--- config.mk ---
export PLATFORM = sky130hd
export DESIGN_NAME = uart_receive_ring_buffer_flat
export DESIGN_NICKNAME = d
export VERILOG_FILES = /design/src/design/urrb_pkg.sv /design/src/design/urrb_if.sv /design/src/design/uart_receive_ring_buffer.sv /design/src/flat_wrapper.sv
export SDC_FILE = /design/constraint.sdc
export NUM_CORES = 2
export LEC_CHECK = 0
export BUFFER_PORTS_ARGS = -buffer_cell sky130_fd_sc_hd__buf_2
export CAP_MARGIN = 20
export CORE_UTILIZATION = 40
export DETAILED_ROUTE_END_ITERATION = 12
export GPL_ROUTABILITY_DRIVEN = 0
export PLACE_DENSITY = 0.53
export SETUP_SLACK_MARGIN = 0.3
export SLEW_MARGIN = 20
export SYNTH_ARGS = -nofsm -noshare
export SYNTH_HDL_FRONTEND = slang
export SYNTH_SLANG_ARGS = --single-unit
--- constraint.sdc ---
create_clock -name clk -period 5.1 [get_ports clk]
set_input_delay 0.255 -clock clk [delete_from_list [all_inputs] [get_ports clk]]
set_output_delay 0.255 -clock clk [all_outputs]
set_load 0.05 [all_outputs]
--- src/design/urrb_pkg.sv ---
package urrb_pkg;

    localparam int BUFFER_DEPTH = 256;
    localparam int IDX_W = $clog2(BUFFER_DEPTH);
    localparam logic [IDX_W:0] DEPTH_W = (IDX_W + 1)'(BUFFER_DEPTH);
    localparam logic [7:0] WATERMARK_RESET = 8'd128;

    localparam int ERR_FRAME_BIT = 0;
    localparam int ERR_OVERRUN_BIT = 1;
    localparam int ERR_OVERFLOW_BIT = 2;

    typedef logic [IDX_W-1:0] idx_t;

    typedef enum logic [1:0] {
        KIND_BYTE      = 2'd0,
        KIND_READ      = 2'd1,
        KIND_NEAR_FLAG = 2'd2,
        KIND_OVF_FLAG  = 2'd3
    } kind_t;

    typedef struct packed {
        logic       rd_ok;
        logic       no_data;
        logic       frame_error_seen;
        logic       overrun_seen;
        logic       buffer_overflow_seen;
        logic [7:0] fill_count;
        logic       near_empty_flag;
        logic       overflow_flag;
    } result_t;

    typedef idx_t wm_table_t [256];

    function automatic idx_t ring_next(input idx_t i);
        logic [IDX_W:0] n;
        n = {1'b0, i} + 1'b1;
        return (n >= DEPTH_W) ? '0 : n[IDX_W-1:0];
    endfunction

    function automatic wm_table_t build_wm_table();
        wm_table_t t;
        for (int v = 0; v < 256; v++)
        begin
            t[v] = IDX_W'(v % BUFFER_DEPTH);
        end
        return t;
    endfunction

    localparam wm_table_t WM_MOD = build_wm_table();

endpackage

--- src/design/urrb_if.sv ---
interface urrb_item_if;
    logic       valid;
    logic       ready;
    logic [1:0] kind;
    logic [7:0] rx_byte;
    logic       frame_error_in;
    logic       overrun_error_in;
    logic       flag_value;

    modport source (output valid, kind, rx_byte, frame_error_in, overrun_error_in, flag_value,
                    input ready);
    modport sink (input valid, kind, rx_byte, frame_error_in, overrun_error_in, flag_value,
                  output ready);
endinterface

interface urrb_result_if;
    logic       valid;
    logic       ready;
    logic [7:0] read_byte;
    logic       no_data;
    logic       frame_error_seen;
    logic       overrun_seen;
    logic       buffer_overflow_seen;
    logic [7:0] fill_count;
    logic       near_empty_flag;
    logic       overflow_flag;

    modport source (output valid, read_byte, no_data, frame_error_seen, overrun_seen,
                    buffer_overflow_seen, fill_count, near_empty_flag, overflow_flag,
                    input ready);
    modport sink (input valid, read_byte, no_data, frame_error_seen, overrun_seen,
                  buffer_overflow_seen, fill_count, near_empty_flag, overflow_flag,
                  output ready);
endinterface

--- src/design/uart_receive_ring_buffer.sv ---
// Receive byte FIFO behind a serial port. Each request on the item channel is one of four kinds
// (arrived byte, software read, near-empty flag write, overflow flag write) and yields exactly one
// registered result in the cycle after it is taken; a request is taken every cycle while the
// result register is free or being drained. The byte store has one registered read port. The
// ring has urrb_pkg::BUFFER_DEPTH slots and keeps one unused. The store has no reset and needs no
// clearing pass: a read only reaches slots written by an earlier arrival.
module uart_receive_ring_buffer (
    input  logic                 clk,
    input  logic                 rst_n,
    input  logic                 cfg_we,
    input  logic [7:0]           cfg_wdata,
    urrb_item_if.sink            item,
    urrb_result_if.source        result
);

    logic [7:0]       store [urrb_pkg::BUFFER_DEPTH];
    logic [7:0]       rdata_reg;

    urrb_pkg::idx_t   wi_reg, wi_next;
    urrb_pkg::idx_t   ri_reg, ri_next;
    logic [2:0]       err_reg, err_next;
    logic             near_reg, near_next;
    logic             drop_reg, drop_next;
    logic [7:0]       wm_reg;
    logic             out_valid_reg;
    urrb_pkg::result_t res_reg, res_next;

    logic             accept;
    logic             wr_en;
    logic             rd_en;
    urrb_pkg::idx_t   nh;
    urrb_pkg::idx_t   ri1;
    urrb_pkg::idx_t   wd;
    urrb_pkg::idx_t   probe;
    logic [urrb_pkg::IDX_W:0] probe_sum;
    logic [urrb_pkg::IDX_W:0] fill_diff;
    logic [urrb_pkg::IDX_W:0] fill;

    assign item.ready = !out_valid_reg || result.ready;
    assign accept = item.valid && item.ready;

    assign nh = urrb_pkg::ring_next(wi_reg);
    assign ri1 = urrb_pkg::ring_next(ri_reg);
    assign wd = urrb_pkg::WM_MOD[wm_reg];
    assign probe_sum = {1'b0, nh} + {1'b0, wd};
    assign probe = (probe_sum >= urrb_pkg::DEPTH_W)
                 ? urrb_pkg::idx_t'(probe_sum - urrb_pkg::DEPTH_W)
                 : probe_sum[urrb_pkg::IDX_W-1:0];

    always_comb
    begin
        wi_next = wi_reg;
        ri_next = ri_reg;
        err_next = err_reg;
        near_next = near_reg;
        drop_next = drop_reg;
        wr_en = 1'b0;
        rd_en = 1'b0;
        res_next = '0;
        case (urrb_pkg::kind_t'(item.kind))
            urrb_pkg::KIND_BYTE:
            begin
                if (probe == ri_reg)
                begin
                    near_next = 1'b0;
                end
                if (nh == ri_reg)
                begin
                    err_next = '0;
                    err_next[urrb_pkg::ERR_OVERFLOW_BIT] = 1'b1;
                    drop_next = 1'b1;
                end
                else
                begin
                    wi_next = nh;
                    wr_en = accept;
                    err_next = '0;
                    err_next[urrb_pkg::ERR_FRAME_BIT] = item.frame_error_in;
                    err_next[urrb_pkg::ERR_OVERRUN_BIT] = item.overrun_error_in;
                end
            end
            urrb_pkg::KIND_READ:
            begin
                if (wi_reg == ri_reg)
                begin
                    res_next.no_data = 1'b1;
                end
                else
                begin
                    ri_next = ri1;
                    rd_en = accept;
                    if (urrb_pkg::ring_next(ri1) == wi_reg)
                    begin
                        near_next = 1'b1;
                    end
                    res_next.rd_ok = 1'b1;
                    res_next.frame_error_seen = err_reg[urrb_pkg::ERR_FRAME_BIT];
                    res_next.overrun_seen = err_reg[urrb_pkg::ERR_OVERRUN_BIT];
                    res_next.buffer_overflow_seen = err_reg[urrb_pkg::ERR_OVERFLOW_BIT];
                end
            end
            urrb_pkg::KIND_NEAR_FLAG:
            begin
                near_next = item.flag_value;
            end
            urrb_pkg::KIND_OVF_FLAG:
            begin
                drop_next = item.flag_value;
            end
            default:
            begin
                drop_next = drop_reg;
            end
        endcase
        fill_diff = {1'b0, wi_next} - {1'b0, ri_next};
        fill = (wi_next >= ri_next) ? fill_diff : fill_diff + urrb_pkg::DEPTH_W;
        res_next.fill_count = 8'(fill);
        res_next.near_empty_flag = near_next;
        res_next.overflow_flag = drop_next;
    end

    always_ff @(posedge clk or negedge rst_n)
    begin
        if (!rst_n)
        begin
            wi_reg <= '0;
            ri_reg <= '0;
            err_reg <= '0;
            near_reg <= 1'b1;
            drop_reg <= 1'b0;
            wm_reg <= urrb_pkg::WATERMARK_RESET;
            out_valid_reg <= 1'b0;
        end
        else
        begin
            if (cfg_we)
            begin
                wm_reg <= cfg_wdata;
            end
            if (accept)
            begin
                wi_reg <= wi_next;
                ri_reg <= ri_next;
                err_reg <= err_next;
                near_reg <= near_next;
                drop_reg <= drop_next;
                out_valid_reg <= 1'b1;
            end
            else if (result.ready)
            begin
                out_valid_reg <= 1'b0;
            end
        end
    end

    always_ff @(posedge clk)
    begin
        if (accept)
        begin
            res_reg <= res_next;
        end
    end

    always_ff @(posedge clk)
    begin
        if (wr_en)
        begin
            store[nh] <= item.rx_byte;
        end
        if (rd_en)
        begin
            rdata_reg <= store[ri1];
        end
    end

    assign result.valid = out_valid_reg;
    assign result.read_byte = res_reg.rd_ok ? rdata_reg : 8'd0;
    assign result.no_data = res_reg.no_data;
    assign result.frame_error_seen = res_reg.frame_error_seen;
    assign result.overrun_seen = res_reg.overrun_seen;
    assign result.buffer_overflow_seen = res_reg.buffer_overflow_seen;
    assign result.fill_count = res_reg.fill_count;
    assign result.near_empty_flag = res_reg.near_empty_flag;
    assign result.overflow_flag = res_reg.overflow_flag;

`ifndef SYNTHESIS
    a_idx_range: assert property (@(posedge clk) disable iff (!rst_n)
        ({1'b0, wi_reg} < urrb_pkg::DEPTH_W) && ({1'b0, ri_reg} < urrb_pkg::DEPTH_W))
        else $error("ring index out of range");

    a_full_drop: assert property (@(posedge clk) disable iff (!rst_n)
        accept && (item.kind == urrb_pkg::KIND_BYTE) && (nh == ri_reg)
        |=> $stable(wi_reg) && $stable(ri_reg) && drop_reg)
        else $error("arrival on full ring moved an index");

    a_empty_read: assert property (@(posedge clk) disable iff (!rst_n)
        accept && (item.kind == urrb_pkg::KIND_READ) && (wi_reg == ri_reg)
        |=> $stable(ri_reg) && res_reg.no_data && !res_reg.rd_ok)
        else $error("read of empty ring moved the read index");

    a_no_data_clean: assert property (@(posedge clk) disable iff (!rst_n)
        result.valid && result.no_data
        |-> (result.read_byte == 8'd0) && !result.frame_error_seen && !result.overrun_seen
            && !result.buffer_overflow_seen)
        else $error("empty read carried data or errors");
`endif

endmodule

--- src/flat_wrapper.sv ---
// flat-port wrapper written by rule: the top's interface ports become plain ports
module uart_receive_ring_buffer_flat 
  (clk, rst_n, cfg_we, cfg_wdata, item_valid, item_kind, item_rx_byte, item_frame_error_in, item_overrun_error_in, item_flag_value, item_ready, result_valid, result_read_byte, result_no_data, result_frame_error_seen, result_overrun_seen, result_buffer_overflow_seen, result_fill_count, result_near_empty_flag, result_overflow_flag, result_ready);
  urrb_item_if item_i ();
  urrb_result_if result_i ();
  input  logic clk;
  input  logic rst_n;
  input  logic cfg_we;
  input  logic [7:0] cfg_wdata;
  input wire logic [$bits(item_i.valid)-1:0] item_valid;
  input wire logic [$bits(item_i.kind)-1:0] item_kind;
  input wire logic [$bits(item_i.rx_byte)-1:0] item_rx_byte;
  input wire logic [$bits(item_i.frame_error_in)-1:0] item_frame_error_in;
  input wire logic [$bits(item_i.overrun_error_in)-1:0] item_overrun_error_in;
  input wire logic [$bits(item_i.flag_value)-1:0] item_flag_value;
  output wire logic [$bits(item_i.ready)-1:0] item_ready;
  output wire logic [$bits(result_i.valid)-1:0] result_valid;
  output wire logic [$bits(result_i.read_byte)-1:0] result_read_byte;
  output wire logic [$bits(result_i.no_data)-1:0] result_no_data;
  output wire logic [$bits(result_i.frame_error_seen)-1:0] result_frame_error_seen;
  output wire logic [$bits(result_i.overrun_seen)-1:0] result_overrun_seen;
  output wire logic [$bits(result_i.buffer_overflow_seen)-1:0] result_buffer_overflow_seen;
  output wire logic [$bits(result_i.fill_count)-1:0] result_fill_count;
  output wire logic [$bits(result_i.near_empty_flag)-1:0] result_near_empty_flag;
  output wire logic [$bits(result_i.overflow_flag)-1:0] result_overflow_flag;
  input wire logic [$bits(result_i.ready)-1:0] result_ready;
  assign item_i.valid = item_valid;
  assign item_i.kind = item_kind;
  assign item_i.rx_byte = item_rx_byte;
  assign item_i.frame_error_in = item_frame_error_in;
  assign item_i.overrun_error_in = item_overrun_error_in;
  assign item_i.flag_value = item_flag_value;
  assign item_ready = item_i.ready;
  assign result_valid = result_i.valid;
  assign result_read_byte = result_i.read_byte;
  assign result_no_data = result_i.no_data;
  assign result_frame_error_seen = result_i.frame_error_seen;
  assign result_overrun_seen = result_i.overrun_seen;
  assign result_buffer_overflow_seen = result_i.buffer_overflow_seen;
  assign result_fill_count = result_i.fill_count;
  assign result_near_empty_flag = result_i.near_empty_flag;
  assign result_overflow_flag = result_i.overflow_flag;
  assign result_i.ready = result_ready;
  uart_receive_ring_buffer u_core (.clk(clk), .rst_n(rst_n), .cfg_we(cfg_we), .cfg_wdata(cfg_wdata), .item(item_i), .result(result_i));
endmodule
Word-level counts from Yosys, hierarchy flattened
Memories as Yosys holds them, arrays and structs flattened. A register that Yosys moved wholly into a read port is not among the register bits.
Cells that the tools add are included.
{"block": "classes", "addsub": 7, "order_cmp": 6, "n_eq_ne": 7, "n_mux": 29, "bitwise": 2, "reduce_logical": 7}
{"operator": "two-way mux 8 bit", "n": 12}
{"operator": "greater-or-equal comparator 9 bit (second input constant)", "n": 5}
{"operator": "equality test 8 bit", "n": 4}
{"operator": "adder 8 x 1 -> 9 bit (second input constant)", "n": 3}
{"operator": "two-way mux 1 bit", "n": 14}
{"operator": "adder 8 x 8 -> 9 bit", "n": 1}
{"operator": "inverter 8 -> 9 bit", "n": 1}
{"operator": "adder 8 x 1 -> 8 bit (second input constant)", "n": 1}
{"operator": "greater-or-equal comparator 8 bit", "n": 1}
{"operator": "subtractor 8 x 1 -> 8 bit (second input constant)", "n": 1}
{"operator": "subtractor 8 bit", "n": 1}
{"operator": "equality test 2 bit (second input constant)", "n": 2}
{"operator": "two-way mux 3 bit", "n": 1}
{"operator": "one-hot mux 1 bit (3 select lines)", "n": 1}
{"operator": "equality test 2 x 1 -> 1 bit (second input constant)", "n": 1}
{"operator": "logical NOT 2 bit", "n": 1}
{"operator": "one-hot mux 1 bit (2 select lines)", "n": 1}
{"operator": "AND reduction 2 bit", "n": 1}
{"operator": "nonzero test 2 bit", "n": 1}
{"operator": "OR reduction 2 bit", "n": 1}
{"operator": "logical AND 1 bit", "n": 1}
{"operator": "logical NOT 1 bit", "n": 1}
{"operator": "logical OR 1 bit", "n": 1}
{"operator": "inverter 1 bit", "n": 1}
{"block": "totals", "register_bits": 45, "ramBits": 2048, "mem_bits_ro": 2048, "inputBits": 26, "wordCells": 75, "n_memories": 2}
{"name": "(name not given)", "depth": 256, "word_bits": 8, "rd": 1, "rd_clocked_by_memory_dff": 0, "wr": 0, "line": "uart_receive_ring_buffer.sv:44", "text": "assign wd = urrb_pkg::WM_MOD[wm_reg];"}
{"name": "u_core.store", "depth": 256, "word_bits": 8, "rd": 1, "rd_clocked_by_memory_dff": 1, "wr": 1, "line": "uart_receive_ring_buffer.sv:16", "text": "logic [7:0] store [urrb_pkg::BUFFER_DEPTH];"}

Logic depth before layout (Yosys ltp)
{"block": "depth", "depth_word": 10, "depth_mapped": 20}

Worst setup path after synthesis
Ideal clock, no wire load.
{"block": "synth_path", "path_type": "register -> register", "startpoint": "register u_core.wi_reg[0]", "endpoint": "register u_core.res_reg (netlist bit u_core.result.fill_count[7]) (data pin)", "setup_ns": 0.260, "arrival_ns": 4.013, "required_time_ns": 4.840, "path_slack_ns": 0.827, "path_stages_with_launch": 19, "n_path_buf": 2, "synth_period_minus_slack_ns": 4.273, "path_cell_list": "dfrtp_1 -> ha_1 -> nand3_1 -> buf_2 -> nor3_1 -> nor3b_1 -> a2111oi_0 -> nor4b_4 -> nand2b_1 -> buf_2 -> mux2_2 -> ha_1 -> a21o_1 -> a21oi_1 -> o21bai_1 -> a21oi_1 -> o21ai_0 -> xnor2_1 -> xnor2_1"}
{"block": "synth_via", "elab_chain_len": 9, "word_cells_on_any_way": 13, "classes_between": "add/sub (3); order compare (2); eq/ne (2); mux (6)"}
{"item": "from (decl)", "line": "uart_receive_ring_buffer.sv:19", "text": "urrb_pkg::idx_t wi_reg, wi_next;"}
{"item": "from (signal assigned)", "line": "uart_receive_ring_buffer.sv:142", "text": "wi_reg <= wi_next;"}
{"item": "adder 8 x 1 -> 9 bit *", "line": "urrb_pkg.sv:36", "text": "n = {1'b0, i} + 1'b1;"}
{"item": "greater-or-equal comparator 9 bit", "line": "urrb_pkg.sv:37", "text": "return (n >= DEPTH_W) ? '0 : n[IDX_W-1:0];"}
{"item": "two-way mux 8 bit *", "line": "urrb_pkg.sv:37"}
{"item": "equality test 8 bit", "line": "uart_receive_ring_buffer.sv:67", "text": "if (nh == ri_reg)"}
{"item": "two-way mux 8 bit *", "line": "uart_receive_ring_buffer.sv:67"}
{"item": "two-way mux 8 bit *", "line": "uart_receive_ring_buffer.sv:60", "text": "case (urrb_pkg::kind_t'(item.kind))"}
{"item": "named net u_core.wi_next[1]", "line": "uart_receive_ring_buffer.sv:19"}
{"item": "subtractor 8 bit", "line": "uart_receive_ring_buffer.sv:115", "text": "fill_diff = {1'b0, wi_next} - {1'b0, ri_next};"}
{"item": "adder 8 x 1 -> 8 bit", "line": "uart_receive_ring_buffer.sv:116", "text": "fill = (wi_next >= ri_next) ? fill_diff : fill_diff + urrb_pkg::DEPTH_W;"}
{"item": "two-way mux 8 bit *", "line": "uart_receive_ring_buffer.sv:116"}
{"item": "named net u_core.fill, one bit", "line": "uart_receive_ring_buffer.sv:37", "text": "logic [urrb_pkg::IDX_W:0] fill;"}
{"item": "to (signal assigned)", "line": "uart_receive_ring_buffer.sv:160", "text": "res_reg <= res_next;"}
{"item": "to (decl)", "line": "uart_receive_ring_buffer.sv:26", "text": "urrb_pkg::result_t res_reg, res_next;"}
Mark *: on every way through the listed nets, which the timed path passes. The rest lies on a longest branch.
A chain may end at the register's enable or synchronous reset.

Worst setup path after layout
{"block": "layout_path", "startpoint": "register u_core.ri_reg[3]", "endpoint": "register u_core.rdata_reg[4], read port of u_core.store (data pin)"}
{"block": "layout_via", "elab_chain_len": 3, "word_cells_on_any_way": 6, "classes_between": "add/sub (1); order compare (1); eq/ne (1); mux (3)"}
{"item": "from (decl)", "line": "uart_receive_ring_buffer.sv:20", "text": "urrb_pkg::idx_t ri_reg, ri_next;"}
{"item": "from (signal assigned)", "line": "uart_receive_ring_buffer.sv:143", "text": "ri_reg <= ri_next;"}
{"item": "adder 8 x 1 -> 9 bit or equality test 8 bit (tied branches)", "line": "urrb_pkg.sv:36, uart_receive_ring_buffer.sv:84"}
{"item": "greater-or-equal comparator 9 bit or two-way mux 1 bit (tied branches)", "line": "urrb_pkg.sv:37, uart_receive_ring_buffer.sv:84"}
{"item": "two-way mux 8 bit or two-way mux 1 bit (tied branches)", "line": "urrb_pkg.sv:37, uart_receive_ring_buffer.sv:60"}
{"item": "to (decl)", "line": "uart_receive_ring_buffer.sv:17", "text": "logic [7:0] rdata_reg;"}
Parallel ways exist; a longest one is shown, timed or not.

==> impl_metrics.ini <==
[status]
status = finished, final reports clean

[power]
finalPower_mw = 54.5
pwr_density_cell_nw_per_um2 = 547
leakage_nw = 32.4
vdd_drop_max_v = 0.000670

[routing]
drcViolationCount = 0
drt_wl_total_um = 295000
avgViaCountPerCell = 6.01
initialDrtViolationCount = 7463
wire_per_inst_um = 31.4
vias = 56548
final_antenna_net_count = 0
drtPass1Iterations = 6

[timing]
holdWs_ps = 86.6
worst_pin_slew_ps = 1150
finalSetupTns_ps = 0
setup_violations = 0
finalCritPeriodShare_pct = 95.6
fmax_mhz = 205
grt_setup_unrepaired = no
finalCriticalPeriod_ps = 4870
drv_slew = 0
finalHoldViolCount = 0
relSlewSlack_pct = 21.6
skew_ps = 54.3
setup_slack_ps = 226

[logic_synthesis]
postSynthCellCount = 6102
synth_commonest_cells = edfxtp_1 (2,071), nand2_1 (822), nor2_1 (384)
yosys.area.top_type = edfxtp_1
yosys_register_bits = 2101
synthDistinctLibCells = 86
synth_most_common_cell = edfxtp_1
ys.flop_type = edfxtp_1
synth_edf_count = 2071
synth.avg_cell_area_um2 = 14.1
synth_area_um2 = 86300
synth_warnings = 0
ys_seq_area_share_pct = 72.9
netlist.area_leader.share_pct = 72.0
synth-async-reset-ratio_pct = 1.43
synth_area_leaders = edfxtp_1 (72%), nand2_1 (3.6%), nand3_1 (1.9%)
synth_nets = 6152

[final_layout]
seq_area_um2 = 62900
largest_reg_flops = 2048
num-fill-cells = 18731
drive_above_1_share_pct = 14.7
largest_register = u_core.store
syn2layout_area_growth_pct = 15.5
multi_input_area_um2 = 21500
final_nets = 6432

[cts]
cts_buffers = 216
clock_latency_ps = 900
tritoncts = built
clk_path_buf_depth = 3
clk_pin_slew_ps = 70
cts_root_buf = clkbuf_16
htreeDepth = 4
cts.sinks = 2101

[critical_path]
reg2reg_slack_ps = 230
slowest_stage = xnor2_2
critical_path.top_delay_family = compound AO/OA/AOI/OAI gates
critPathBufInv = 4
critPathKind = reg2reg
crit_top_cell = buf_4
critical_path_arrival_ps = 5500
cp_max_fo = 15
path_cells = inv_1 -> xnor2_2 -> buf_4 -> nor2_4 -> buf_4 -> a311o_1 -> a2111oi_0 -> o32ai_1 -> buf_4 -> a41o_1
critical-path-max-stage-delay_ps = 830
start_kind = flop
worst-endpoint-required_ps = 5730
crit_path_end_kind = flop

[place]
place_hpwl_um = 185000
place_ws_ps = 269
portBuffers = 49

[die]
dieArea_um2 = 218000
core_um2 = 215000
ios = 50
initial_core_util_pct = 40.2
die_w_um = 467
rows = 170
die_h_um = 467

[min_path]
min_path_type = in2reg

[global_routing]
grt_overflow = 0
grt_max_degree = 147
grt_pass1_wl_um = 416000
grtUsageTotal_pct = 26.8
antenna_found_initial = 11
grt_pass1_vias = 53589

[run]
maxCapViolCount = 0
## power by group
group	internal (mW)	leakage, nW	total, mW	switching (mW)
sequential	19.1	19.0	19.3	0.117
clock	8.59	3.35	15.5	6.92
combinational	5.99	10.1	19.8	13.8
## cells in the final DEF, fill, tap and decap left out, types with 24 or more instances in the layout
master	count
nand2_1	819
mux4_2	55
clkinv_1	55
and3_1	63
edfxtp_1	2071
dlygate4sd3_1	32
clkinv_2	47
a21oi_1	211
o211ai_1	107
mux2_2	39
buf_4	395
a31oi_1	79
inv_1	24
nand2b_1	110
mux2i_1	118
clkbuf_1	47
dfrtp_1	27
nand3_1	326
nor2_1	378
or3_1	51
buf_12	55
o311ai_0	118
o22ai_1	33
o22a_1	28
o21ai_0	211
a311oi_1	27
xnor2_1	39
clkbuf_16	216
o221ai_1	105
a211oi_1	54
buf_2	41
a221oi_1	31
nor3_1	157
## logic make-up (layout without fill, tap and decap cells)
| family | after synthesis | after routing | share of synthesized area (%) |
|---|---|---|---|
| other | 0 | 5 | 0 |
| DFF | 2101 | 2101 | 72.9 |
| and+or+nand+nor | 1990 | 1990 | 10.4 |
| adders and majority gates | 24 | 24 | 0.365 |
| xor gates and xnor gates | 64 | 64 | 0.675 |
| AOI/OAI and AO/OA | 1212 | 1212 | 9.92 |
| buffers and inverters | 499 | 965 | 2.46 |
| muxes | 212 | 212 | 3.31 |
## what timing repair did
item                       in CTS  in global routing
hold buffers                   32                  1
setup endpoints to repair       3                  3
hold endpoints to repair      308                 31
setup buffers                   0                  1
resized for setup               2                  1
## worst register-to-register path: stages (launching register included)
cell,delay (ps)
dfrtp_1,800
inv_1,280
xnor2_2,830
buf_4,380
nor2_4,110
buf_4,310
a311o_1,430
a2111oi_0,820
o32ai_1,230
buf_4,210
a41o_1,200
## layout make-up
cell class / instances / area share [%]
diodes: 5 / 0.0125
clock buffers: 263 / 5.60
clock inverters: 141 / 1.30
inverters: 29 / 0.132
multi-input cells: 3502 / 21.5
flip-flops and latches: 2101 / 63.1
well taps: 2838 / 3.56
repair buffers: 532 / 4.75
## metrics by stage
stage          utilization [%]  std cells  instance area, um^2
2_1_floorplan                -       6102                86300
3_3_place_gp              43.1       8967                92400
3_5_place_dp              43.1       8967                92400
4_1_cts                   46.4       9403                99700
5_1_grt                   46.5       9409                99700
6_report                  46.5       9411                99700
## worst paths after layout
path / cells after the start / start / end
max reg2reg: 10 / u_core.ri_reg[3] / u_core.rdata_reg[4]
max in group asynchronous: 4 / rst_n / u_core.ri_reg[0]
min: 5 / item_kind[0] / u_core.err_reg[0]
min reg2reg: 2 / u_core.err_reg[0] / u_core.err_reg[0]
min in group asynchronous: 4 / rst_n / u_core.ri_reg[3]
max: 10 / u_core.ri_reg[3] / u_core.rdata_reg[4]
## per-layer routing
| layer | GRT usage [%] | part of all wire, % | vias to the layer above |
|---|---|---|---|
| met5 | 0 | 0.019 | - |
| met4 | 11.1 | 4.4 | 8 |
| met3 | 5.60 | 9.1 | 500 |
| met2 | 40.7 | 45 | 2814 |
| met1 | 37.3 | 41 | 29039 |
| li1 | - | - | 24187 |
No activity file was read; power rests on OpenSTA's default activity.
